===== config.mk =====
export PLATFORM = sky130hd
export DESIGN_NAME = keepalive_latency_tracker_top
export DESIGN_NICKNAME = d
export VERILOG_FILES = /design/src/rtl/core/klt_pkg.sv /design/src/rtl/core/klt_sequencer.sv /design/src/rtl/core/keepalive_latency_tracker_top.sv
export SDC_FILE = /design/constraint.sdc
export NUM_CORES = 2
export LEC_CHECK = 0
export ABC_AREA = 1
export ABC_CLOCK_PERIOD_IN_PS = 12460
export BUFFER_PORTS_ARGS = -buffer_cell sky130_fd_sc_hd__buf_2
export CAP_MARGIN = 20
export CORE_MARGIN = 1
export CORE_UTILIZATION = 60
export CTS_CLUSTER_DIAMETER = 200
export DETAILED_ROUTE_END_ITERATION = 16
export PLACE_DENSITY_LB_ADDON = 0.08
export SYNTH_ARGS = -nofsm -noshare
export SYNTH_HDL_FRONTEND = slang
export SYNTH_SLANG_ARGS = --single-unit
export TNS_END_PERCENT = 1

===== constraint.sdc =====
create_clock -name clk -period 12.46 [get_ports clk]
set_clock_uncertainty 0.15 [all_clocks]
set_input_delay 0.623 -clock clk [delete_from_list [all_inputs] [get_ports clk]]
set_output_delay 0.623 -clock clk [all_outputs]
set_load 0.02 [all_outputs]

===== src/rtl/core/klt_pkg.sv =====
// shared codes, control word layout and microcode rom of the keepalive tracker
// no dependencies
package klt_pkg;

  localparam int unsigned UAW       = 4;
  localparam int unsigned WORD_BITS = 32;

  localparam logic [1:0] OP_RESET = 2'd0;
  localparam logic [1:0] OP_SEND  = 2'd1;
  localparam logic [1:0] OP_POLL  = 2'd2;
  localparam logic [1:0] OP_REPLY = 2'd3;

  localparam logic [2:0] ST_SENT    = 3'd0;
  localparam logic [2:0] ST_MATCH   = 3'd1;
  localparam logic [2:0] ST_UNKNOWN = 3'd2;
  localparam logic [2:0] ST_RESET   = 3'd3;
  localparam logic [2:0] ST_NONE    = 3'd4;

  localparam logic [31:0] DEFAULT_INTERVAL = 32'd120000;

  // datapath actions
  localparam logic [3:0] A_NOP        = 4'd0;
  localparam logic [3:0] A_LOAD       = 4'd1;
  localparam logic [3:0] A_CLEAR      = 4'd2;
  localparam logic [3:0] A_FREE_STEP  = 4'd3;
  localparam logic [3:0] A_AGE_STEP   = 4'd4;
  localparam logic [3:0] A_WRITE      = 4'd5;
  localparam logic [3:0] A_MATCH_STEP = 4'd6;
  localparam logic [3:0] A_TAKE       = 4'd7;
  localparam logic [3:0] A_DIV_STEP   = 4'd8;
  localparam logic [3:0] A_MEAN       = 4'd9;

  // jump conditions
  localparam logic [2:0] C_NEVER    = 3'd0;
  localparam logic [2:0] C_ALWAYS   = 3'd1;
  localparam logic [2:0] C_DISPATCH = 3'd2;
  localparam logic [2:0] C_FREE     = 3'd3;
  localparam logic [2:0] C_MATCH    = 3'd4;
  localparam logic [2:0] C_NOT_DUE  = 3'd5;
  localparam logic [2:0] C_CNT_WRAP = 3'd6;

  // loop lengths
  localparam logic L_TABLE = 1'b0;
  localparam logic L_WORD  = 1'b1;

  // micro addresses
  localparam logic [UAW-1:0] U_IDLE    = 4'd0;
  localparam logic [UAW-1:0] U_RST     = 4'd1;
  localparam logic [UAW-1:0] U_POLL    = 4'd2;
  localparam logic [UAW-1:0] U_SEND    = 4'd3;
  localparam logic [UAW-1:0] U_OLDEST  = 4'd4;
  localparam logic [UAW-1:0] U_WRITE   = 4'd5;
  localparam logic [UAW-1:0] U_REPLY   = 4'd6;
  localparam logic [UAW-1:0] U_UNKNOWN = 4'd7;
  localparam logic [UAW-1:0] U_TAKE    = 4'd8;
  localparam logic [UAW-1:0] U_DIV     = 4'd9;
  localparam logic [UAW-1:0] U_MEAN    = 4'd10;
  localparam logic [UAW-1:0] U_MATCHED = 4'd11;
  localparam logic [UAW-1:0] U_NONE    = 4'd12;

  typedef struct packed {
    logic [3:0]     act;
    logic [2:0]     cond;
    logic [UAW-1:0] target;
    logic           loop;
    logic           len;
    logic           emit;
    logic [2:0]     status;
  } ctrl_t;

  typedef struct packed {
    logic free;
    logic match;
    logic due;
    logic cnt_wrap;
  } flags_t;

  function automatic ctrl_t ucode(input logic [UAW-1:0] addr);
    ctrl_t cw;
    cw = '{act: A_NOP, cond: C_ALWAYS, target: U_IDLE, loop: 1'b0, len: L_TABLE,
           emit: 1'b0, status: ST_NONE};
    case (addr)
      U_IDLE: begin
        cw.act  = A_LOAD;
        cw.cond = C_DISPATCH;
      end
      U_RST: begin
        cw.act    = A_CLEAR;
        cw.emit   = 1'b1;
        cw.status = ST_RESET;
      end
      U_POLL: begin
        cw.cond   = C_NOT_DUE;
        cw.target = U_NONE;
      end
      U_SEND: begin
        cw.act    = A_FREE_STEP;
        cw.cond   = C_FREE;
        cw.target = U_WRITE;
        cw.loop   = 1'b1;
      end
      U_OLDEST: begin
        cw.act  = A_AGE_STEP;
        cw.cond = C_NEVER;
        cw.loop = 1'b1;
      end
      U_WRITE: begin
        cw.act    = A_WRITE;
        cw.emit   = 1'b1;
        cw.status = ST_SENT;
      end
      U_REPLY: begin
        cw.act    = A_MATCH_STEP;
        cw.cond   = C_MATCH;
        cw.target = U_TAKE;
        cw.loop   = 1'b1;
      end
      U_UNKNOWN: begin
        cw.emit   = 1'b1;
        cw.status = ST_UNKNOWN;
      end
      U_TAKE: begin
        cw.act    = A_TAKE;
        cw.cond   = C_CNT_WRAP;
        cw.target = U_MATCHED;
      end
      U_DIV: begin
        cw.act  = A_DIV_STEP;
        cw.cond = C_NEVER;
        cw.loop = 1'b1;
        cw.len  = L_WORD;
      end
      U_MEAN: begin
        cw.act    = A_MEAN;
        cw.emit   = 1'b1;
        cw.status = ST_MATCH;
      end
      U_MATCHED: begin
        cw.emit   = 1'b1;
        cw.status = ST_MATCH;
      end
      U_NONE: begin
        cw.emit   = 1'b1;
        cw.status = ST_NONE;
      end
      default: begin
        cw.act = A_NOP;
      end
    endcase
    return cw;
  endfunction

  function automatic logic [UAW-1:0] dispatch(input logic [1:0] op);
    logic [UAW-1:0] addr;
    case (op)
      OP_RESET: addr = U_RST;
      OP_SEND:  addr = U_SEND;
      OP_POLL:  addr = U_POLL;
      OP_REPLY: addr = U_REPLY;
      default:  addr = U_IDLE;
    endcase
    return addr;
  endfunction

endpackage


===== src/rtl/core/klt_sequencer.sv =====
// microcode sequencer: step counter, loop counter and conditional jumps
// depends on klt_pkg
module klt_sequencer #(
  parameter int unsigned PENDING_DEPTH = 16
) (
  input  logic                          clk,
  input  logic                          rst_n,
  input  logic                          start,
  input  logic [1:0]                    operation,
  input  klt_pkg::flags_t               flags,
  output klt_pkg::ctrl_t                ctrl,
  output logic [((PENDING_DEPTH > 16) ? $clog2(PENDING_DEPTH) : 5)-1:0] cnt,
  output logic                          busy
);
  import klt_pkg::*;

  localparam int unsigned CW = (PENDING_DEPTH > 16) ? $clog2(PENDING_DEPTH) : 5;

  logic [UAW-1:0] pc_r, pc_nxt;
  logic [CW-1:0]  cnt_r, cnt_nxt;
  logic           cond_hit;
  logic           cnt_last;

  assign ctrl = ucode(pc_r);
  assign cnt  = cnt_r;
  assign busy = (pc_r != U_IDLE);

  always_comb begin
    case (ctrl.cond)
      C_NEVER:    cond_hit = 1'b0;
      C_ALWAYS:   cond_hit = 1'b1;
      C_DISPATCH: cond_hit = start;
      C_FREE:     cond_hit = flags.free;
      C_MATCH:    cond_hit = flags.match;
      C_NOT_DUE:  cond_hit = !flags.due;
      C_CNT_WRAP: cond_hit = flags.cnt_wrap;
      default:    cond_hit = 1'b0;
    endcase
  end

  assign cnt_last = (ctrl.len == L_WORD) ? (cnt_r == CW'(WORD_BITS - 1))
                                         : (cnt_r == CW'(PENDING_DEPTH - 1));

  always_comb begin
    if (cond_hit) begin
      pc_nxt = (ctrl.cond == C_DISPATCH) ? dispatch(operation) : ctrl.target;
    end else if (ctrl.cond == C_DISPATCH) begin
      pc_nxt = pc_r;
    end else if (ctrl.loop && !cnt_last) begin
      pc_nxt = pc_r;
    end else begin
      pc_nxt = pc_r + 1'b1;
    end
    if (pc_nxt != pc_r || pc_r == U_IDLE) begin
      cnt_nxt = '0;
    end else begin
      cnt_nxt = cnt_r + 1'b1;
    end
  end

  always_ff @(posedge clk) begin
    if (!rst_n) begin
      pc_r  <= U_IDLE;
      cnt_r <= '0;
    end else begin
      pc_r  <= pc_nxt;
      cnt_r <= cnt_nxt;
    end
  end

endmodule


===== src/rtl/core/keepalive_latency_tracker_top.sv =====
// keepalive latency tracker: pending probe table, counters and serial mean update
// depends on klt_pkg and klt_sequencer
//
// usage: drive in_operation, in_now_ms and in_reply_id with start high; the word
// is taken on an edge where start is high and busy is low. busy then stays high
// until the result, which shows on the out_ ports for one cycle with out_strobe.
// out_last_ping, out_average_ping, out_sent_count and out_received_count show
// the state after the operation and hold it while idle.
// the table scans walk one entry a cycle and the mean update runs a restoring
// divider one quotient bit a cycle; one word is in work at a time.
// reset (rst_n low) empties the table, clears all counters and loads the
// interval register with 120000; cfg_wr_en writes the interval. The user
// must write it only while idle; the block itself does not enforce it.
// the receiver cannot stall: a result is gone after its strobe cycle.
module keepalive_latency_tracker_top #(
  parameter int unsigned PENDING_DEPTH = 16
) (
  input  logic               clk,
  input  logic               rst_n,
  input  logic               start,
  output logic               busy,
  input  logic [1:0]         in_operation,
  input  logic [31:0]        in_now_ms,
  input  logic [31:0]        in_reply_id,
  input  logic               cfg_wr_en,
  input  logic [31:0]        cfg_wr_data,
  output logic               out_strobe,
  output logic [2:0]         out_status,
  output logic [31:0]        out_probe_id,
  output logic signed [31:0] out_last_ping,
  output logic signed [31:0] out_average_ping,
  output logic [31:0]        out_sent_count,
  output logic [31:0]        out_received_count
);
  import klt_pkg::*;

  localparam int unsigned CW = (PENDING_DEPTH > 16) ? $clog2(PENDING_DEPTH) : 5;
  localparam int unsigned IW = (PENDING_DEPTH > 1) ? $clog2(PENDING_DEPTH) : 1;

  ctrl_t          ctrl;
  flags_t         flags;
  logic [CW-1:0]  cnt;

  logic [31:0]              pend_id_r   [PENDING_DEPTH];
  logic [31:0]              pend_time_r [PENDING_DEPTH];
  logic [PENDING_DEPTH-1:0] pend_valid_r;

  logic [31:0]   interval_r;
  logic [IW-1:0] write_slot_r;
  logic [31:0]   next_id_r;
  logic [31:0]   last_send_r;
  logic [31:0]   ping_last_r;
  logic [31:0]   ping_mean_r;
  logic [31:0]   reply_count_r;

  logic [31:0]   now_r;
  logic [31:0]   rid_r;
  logic [IW-1:0] slot_r;
  logic [31:0]   best_r;
  logic [31:0]   rem_r;
  logic [31:0]   quo_r;
  logic [31:0]   div_r;
  logic          neg_r;

  logic          strobe_r;
  logic [2:0]    status_r;
  logic [31:0]   probe_r;

  logic [IW-1:0] cnt_idx;
  logic [IW:0]   scan_sum;
  logic [IW-1:0] scan_idx;
  logic [31:0]   new_id;
  logic [31:0]   age;
  logic [31:0]   ping_nxt;
  logic [32:0]   diff;
  logic [32:0]   mag;
  logic [32:0]   rem_sh;
  logic [32:0]   rem_sub;
  logic [IW-1:0] slot_inc;

  klt_sequencer #(
    .PENDING_DEPTH(PENDING_DEPTH)
  ) u_seq (
    .clk      (clk),
    .rst_n    (rst_n),
    .start    (start),
    .operation(in_operation),
    .flags    (flags),
    .ctrl     (ctrl),
    .cnt      (cnt),
    .busy     (busy)
  );

  assign cnt_idx  = cnt[IW-1:0];
  assign scan_sum = {1'b0, write_slot_r} + {1'b0, cnt_idx};
  assign scan_idx = (scan_sum >= (IW+1)'(PENDING_DEPTH))
                    ? IW'(scan_sum - (IW+1)'(PENDING_DEPTH)) : scan_sum[IW-1:0];
  assign new_id   = next_id_r + 32'd1;
  assign age      = new_id - pend_id_r[cnt_idx];
  assign ping_nxt = now_r - pend_time_r[slot_r];
  assign diff     = {ping_nxt[31], ping_nxt} - {ping_mean_r[31], ping_mean_r};
  assign mag      = diff[32] ? (33'd0 - diff) : diff;
  assign rem_sh   = {rem_r, quo_r[31]};
  assign rem_sub  = rem_sh - {1'b0, div_r};
  assign slot_inc = (slot_r == IW'(PENDING_DEPTH - 1)) ? '0 : slot_r + 1'b1;

  assign flags.free     = !pend_valid_r[scan_idx];
  assign flags.match    = pend_valid_r[cnt_idx] && (pend_id_r[cnt_idx] == rid_r);
  assign flags.due      = (now_r - last_send_r) > interval_r;
  assign flags.cnt_wrap = &reply_count_r;

  always_ff @(posedge clk) begin
    if (!rst_n) begin
      interval_r    <= DEFAULT_INTERVAL;
      pend_valid_r  <= '0;
      write_slot_r  <= '0;
      next_id_r     <= '0;
      last_send_r   <= '0;
      ping_last_r   <= '0;
      ping_mean_r   <= '0;
      reply_count_r <= '0;
      strobe_r      <= 1'b0;
      status_r      <= ST_NONE;
      probe_r       <= '0;
    end else begin
      if (cfg_wr_en) begin
        interval_r <= cfg_wr_data;
      end
      strobe_r <= ctrl.emit;
      if (ctrl.emit) begin
        status_r <= ctrl.status;
        probe_r  <= (ctrl.status == ST_SENT) ? new_id : '0;
      end
      case (ctrl.act)
        A_LOAD: begin
          if (start) begin
            now_r  <= in_now_ms;
            rid_r  <= in_reply_id;
            slot_r <= '0;
            best_r <= '0;
          end
        end
        A_CLEAR: begin
          pend_valid_r  <= '0;
          write_slot_r  <= '0;
          next_id_r     <= '0;
          ping_last_r   <= '0;
          ping_mean_r   <= '0;
          reply_count_r <= '0;
          last_send_r   <= now_r;
        end
        A_FREE_STEP: begin
          if (flags.free) begin
            slot_r <= scan_idx;
          end
        end
        A_AGE_STEP: begin
          if (age > best_r) begin
            best_r <= age;
            slot_r <= cnt_idx;
          end
        end
        A_WRITE: begin
          pend_id_r[slot_r]    <= new_id;
          pend_time_r[slot_r]  <= now_r;
          pend_valid_r[slot_r] <= 1'b1;
          write_slot_r         <= slot_inc;
          next_id_r            <= new_id;
          last_send_r          <= now_r;
        end
        A_MATCH_STEP: begin
          if (flags.match) begin
            slot_r <= cnt_idx;
          end
        end
        A_TAKE: begin
          pend_valid_r[slot_r] <= 1'b0;
          ping_last_r          <= ping_nxt;
          reply_count_r        <= reply_count_r + 32'd1;
          div_r                <= reply_count_r + 32'd1;
          neg_r                <= diff[32];
          quo_r                <= mag[31:0];
          rem_r                <= '0;
        end
        A_DIV_STEP: begin
          if (!rem_sub[32]) begin
            rem_r <= rem_sub[31:0];
            quo_r <= {quo_r[30:0], 1'b1};
          end else begin
            rem_r <= rem_sh[31:0];
            quo_r <= {quo_r[30:0], 1'b0};
          end
        end
        A_MEAN: begin
          ping_mean_r <= ping_mean_r + (neg_r ? (32'd0 - quo_r) : quo_r);
        end
        default: begin
        end
      endcase
    end
  end

  assign out_strobe         = strobe_r;
  assign out_status         = status_r;
  assign out_probe_id       = probe_r;
  assign out_last_ping      = $signed(ping_last_r);
  assign out_average_ping   = $signed(ping_mean_r);
  assign out_sent_count     = next_id_r;
  assign out_received_count = reply_count_r;

endmodule


==> metrics.json <==
{
  "post-route-drc-count": {"value": 0},
  "chipHeight": {"value": 352, "unit": "um"},
  "globalRoute.totalOverflow": {"value": 0},
  "logic_pwr_share": {"value": 0.510},
  "first_global_vias": {"value": 53230},
  "post_cts.repair.setup_buffers": {"value": 0},
  "post_drt_wl_per_cell": {"value": 21.4, "unit": "um"},
  "cts_root_buffer": {"value": "clkbuf_16"},
  "outcome": {"value": "finished, final reports clean"},
  "critical-path-max-stage-delay": {"value": 0.82, "unit": "ns"},
  "final_layout_size_suffix_gt1_frac": {"value": 0.0854},
  "synth_top_cell_area_share": {"value": 0.498},
  "dieArea": {"value": 124000, "unit": "um2"},
  "clk-insertion-delay-late": {"value": 0.79, "unit": "ns"},
  "timing.max_cap.violations": {"value": 0},
  "postSynthCellCount": {"value": 7696},
  "synth_top_area_cell": {"value": "edfxtp_1"},
  "vias_per_cell": {"value": 5.79},
  "tritoncts": {"value": "done"},
  "critPathMaxFanout": {"value": 81},
  "ys.warnings.count": {"value": 0},
  "busiest_layer": {"value": "met2"},
  "worst_pin_slew": {"value": 1.17, "unit": "ns"},
  "starting_density_of_the_core": {"value": 0.605},
  "fin_crit": {"value": 8.86, "unit": "ns"},
  "vias": {"value": 56542},
  "share_clk_of_total_power": {"value": 0.212},
  "number_of_drc_markers_in_iteration_0": {"value": 6857},
  "ys_seq_elements": {"value": 1482},
  "post_cts_hold_buffer_count": {"value": 96},
  "setup_ws": {"value": 3.60, "unit": "ns"},
  "io_buf_count": {"value": 266},
  "maxClockFrequency": {"value": 113, "unit": "MHz"},
  "grt_use_total": {"value": 0.333},
  "cts-root-to-sink-buffers": {"value": 3},
  "grt_start_max_net_pins": {"value": 145},
  "use_met3": {"value": 0.0474},
  "cp_common_cell": {"value": "nand2_1"},
  "final.hold.worst_slack": {"value": 0.0672, "unit": "ns"},
  "syn_to_final_growth": {"value": 12.7, "unit": "%"},
  "critPathLaunchType": {"value": "flop"},
  "period_share": {"value": 0.711},
  "total_power_density_per_cell_area": {"value": 275, "unit": "nW/um2"},
  "cts.htree.levels": {"value": 4},
  "floorplan.die.width": {"value": 352, "unit": "um"},
  "p_leak": {"value": 34.0, "unit": "nW"},
  "timing.critical_path.to": {"value": "best_r[18]$_SDFFCE_PN0P_"},
  "unrepaired_setup_endpoints_after_global_routing": {"value": "false"},
  "switchingPower": {"value": 10.2, "unit": "mW"},
  "post_synth_instance_area": {"value": 73700, "unit": "um2"},
  "postLayoutCoreUtil": {"value": 0.681},
  "yosysSeqAreaShare": {"value": 0.568},
  "design.portCount": {"value": 267},
  "gp_routability_congestion": {"value": 0.966},
  "hold_path_class": {"value": "in -> reg"},
  "netlist-cell-type-count": {"value": 59},
  "switching_share": {"value": 0.446},
  "antenna_left": {"value": 0},
  "antenna_violations_before_repair": {"value": 7},
  "worst_ep_required_time": {"value": 12.71, "unit": "ns"},
  "finalWirelength": {"value": 209000, "unit": "um"},
  "synth_flop_cell": {"value": "edfxtp_1"},
  "cts-resized-gates": {"value": 0},
  "worst_setup_path_end_kind": {"value": "flop"},
  "place_ws": {"value": 3.82, "unit": "ns"},
  "power.share.sequential": {"value": 0.277},
  "place_hpwl": {"value": 134000, "unit": "um"},
  "syn_nets": {"value": 8077},
  "cts.reportedPaths.clkPinSlew": {"value": 0.06, "unit": "ns"},
  "count_of_cells_along_the_worst_register_to_register_path": {"value": 36},
  "final_nets": {"value": 8397},
  "tritoncts.num_buffers": {"value": 156},
  "wire_length_of_the_first_global_routing_pass": {"value": 316000, "unit": "um"},
  "reg2reg_slack": {"value": 3.60, "unit": "ns"},
  "dr.pass1.iters": {"value": 7},
  "syn_avg_cell_area": {"value": 9.58, "unit": "um2"},
  "crit_arrival": {"value": 9.12, "unit": "ns"},
  "finalMaxSlewViolations": {"value": 0},
  "grt.met2_usage": {"value": 0.517},
  "report.final.hold_viol_count": {"value": 0},
  "vdd.ir_drop.worst": {"value": 0.337, "unit": "mV"},
  "crit_type": {"value": "reg -> reg"},
  "r2r-end": {"value": "best_r[18]$_SDFFCE_PN0P_"},
  "core.rowCount": {"value": 128},
  "ys_async_sr_fraction": {"value": 0},
  "r2r_start": {"value": "u_seq.cnt[0]$_SDFF_PP0_"},
  "p_int": {"value": 12.6, "unit": "mW"},
  "use_met1": {"value": 0.485},
  "cell_with_the_largest_stage_delay_on_the_worst_path": {"value": "buf_4"},
  "core_area": {"value": 122000, "unit": "um2"},
  "cts_sinks": {"value": 1482},
  "setup.worst_path.start": {"value": "u_seq.cnt[0]$_SDFF_PP0_"},
  "tns": {"value": 0, "unit": "ns"},
  "edff_count_synth": {"value": 1221},
  "timing.final.setup_violations": {"value": 0},
  "max_slew_headroom": {"value": 0.221},
  "synth.area.top_cells": {"value": "edfxtp_1 (50%), nand2_1 (7.8%), dfxtp_1 (7.1%), inv_1 (5.0%), ha_1 (4.6%)"},
  "antenna_diodes": {"value": 0}
}
## cell usage in the layout, fill, tap and decap left out, types with 20 or more instances in the layout
cell type / Yosys / final
nand4_1: 33 / 33
buf_2: 67 / 265
inv_2: 31 / 27
nand2_1: 1529 / 1529
nor2_1: 607 / 586
nand3_1: 355 / 355
nor3_1: 71 / 67
mux2i_1: 128 / 128
clkbuf_1: 178 / 29
o21bai_1: 20 / 20
o21ai_1: 52 / 52
xor2_1: 183 / 183
a21boi_0: 20 / 20
inv_1: 981 / 981
clkinv_1: 6 / 30
xnor2_1: 66 / 66
clkinv_2: 0 / 24
ha_1: 272 / 272
o21ai_0: 544 / 544
clkbuf_16: 0 / 163
dlygate4sd3_1: 0 / 96
dfxtp_1: 261 / 254
a21oi_1: 639 / 637
o211ai_1: 153 / 153
buf_4: 1 / 94
edfxtp_1: 1221 / 1221
a31oi_1: 47 / 47
## worst min path at each step
stage                              startpoint                        endpoint  cells past startpoint
6_report                            cfg_wr_en     interval_r[14]$_SDFFE_PN1P_                      2
5_1_grt                             cfg_wr_en     interval_r[16]$_SDFFE_PN1P_                      2
4_1_cts                             cfg_wr_en     interval_r[12]$_SDFFE_PN1P_                      2
3_5_place_dp   out_last_ping[31]$_SDFFE_PN0P_  out_last_ping[31]$_SDFFE_PN0P_                      2
3_3_place_gp   out_last_ping[31]$_SDFFE_PN0P_  out_last_ping[31]$_SDFFE_PN0P_                      2
2_1_floorplan    last_send_r[10]$_SDFFE_PN0P_    last_send_r[10]$_SDFFE_PN0P_                      2
## logic make-up after synthesis
| family | share of synthesized area |
|---|---|
| flip-flops | 0.568 |
| buffers and inverters | 0.0700 |
| XOR/XNOR | 0.0296 |
| AO/OA/AOI/OAI | 0.120 |
| AND/OR/NAND/NOR | 0.147 |
| adder cells (fa/ha/maj) | 0.0481 |
| multiplexers | 0.0174 |
## sequential cells by signal, summed over array words and instances (netlist names), 16 cells and up, named ones only
register / cells
rem_r: 32
out_last_ping: 32
out_average_ping: 32
out_received_count: 32
best_r: 32
out_probe_id: 32
pend_id_r: 512
quo_r: 32
now_r: 32
div_r: 32
last_send_r: 32
interval_r: 32
rid_r: 32
pend_time_r: 512
pend_valid_r: 16
out_sent_count: 32
## synthesized netlist by cell type, drive strengths merged, types with 2 or more instances
cell	n
nand2	1532
edfxtp	1221
inv	1012
a21oi	639
nor2	611
o21ai	596
nand3	356
ha	272
dfxtp	261
xor2	183
clkbuf	178
o211ai	153
mux2i	128
buf	118
nor3	77
xnor2	66
a31oi	47
nand4	34
a21boi	20
o21bai	20
a22o	18
a21o	17
o21a	16
or2	15
nand3b	11
nor4	11
a211oi	10
a221oi	10
o22ai	8
and2	7
fa	7
a32o	6
clkinv	6
o2111ai	5
o221ai	5
a22oi	3
and3	3
o31ai	3
o32ai	3
nor4b	2
o221a	2
## power groups by stage
stage	Clock (mW)	Combinational, mW	Sequential, mW
6_report	4.84	11.6	6.33
2_1_floorplan	0	8.51	6.29
5_1_grt	5.07	13.0	6.36
3_5_place_dp	0	11.4	6.43
4_1_cts	4.89	11.5	6.32
3_3_place_gp	0	11.2	6.42
## stage by stage
step                      power (mW)  area (um2)  std cells
after floorplan                 14.8       73700       7696
after global placement          17.7       76700       9385
final                           22.8       83100       9773
after global routing            24.4       83100       9773
after CTS                       22.7       83000       9771
after detailed placement        17.8       76700       9385
## worst max-delay path, delay by kind of cell, from the launching register on
kind,cells,cell delay [ns]
compound gates,11,2.49
xor+xnor,1,0.20
fa+ha+maj,2,0.61
buf+inv,7,2.24
flops,1,0.68
simple gates,15,2.00
## layout make-up
cell class	count	area [um2]
Clock buffer	199	4280
Clock inverter	91	1120
Fill cell	9465	38800
Inverter	1018	3840
Multi-Input combinational cell	4900	26800
Sequential cell	1482	41900
Tap cell	1625	2030
Timing Repair Buffer	458	3060
## per-layer routing
layer	vias to the layer above	share of wire
met5	-	0
met4	0	0.027
met3	345	0.092
met2	2482	0.45
met1	26925	0.43
li1	26790	-
(Power assumes the default switching activity.)
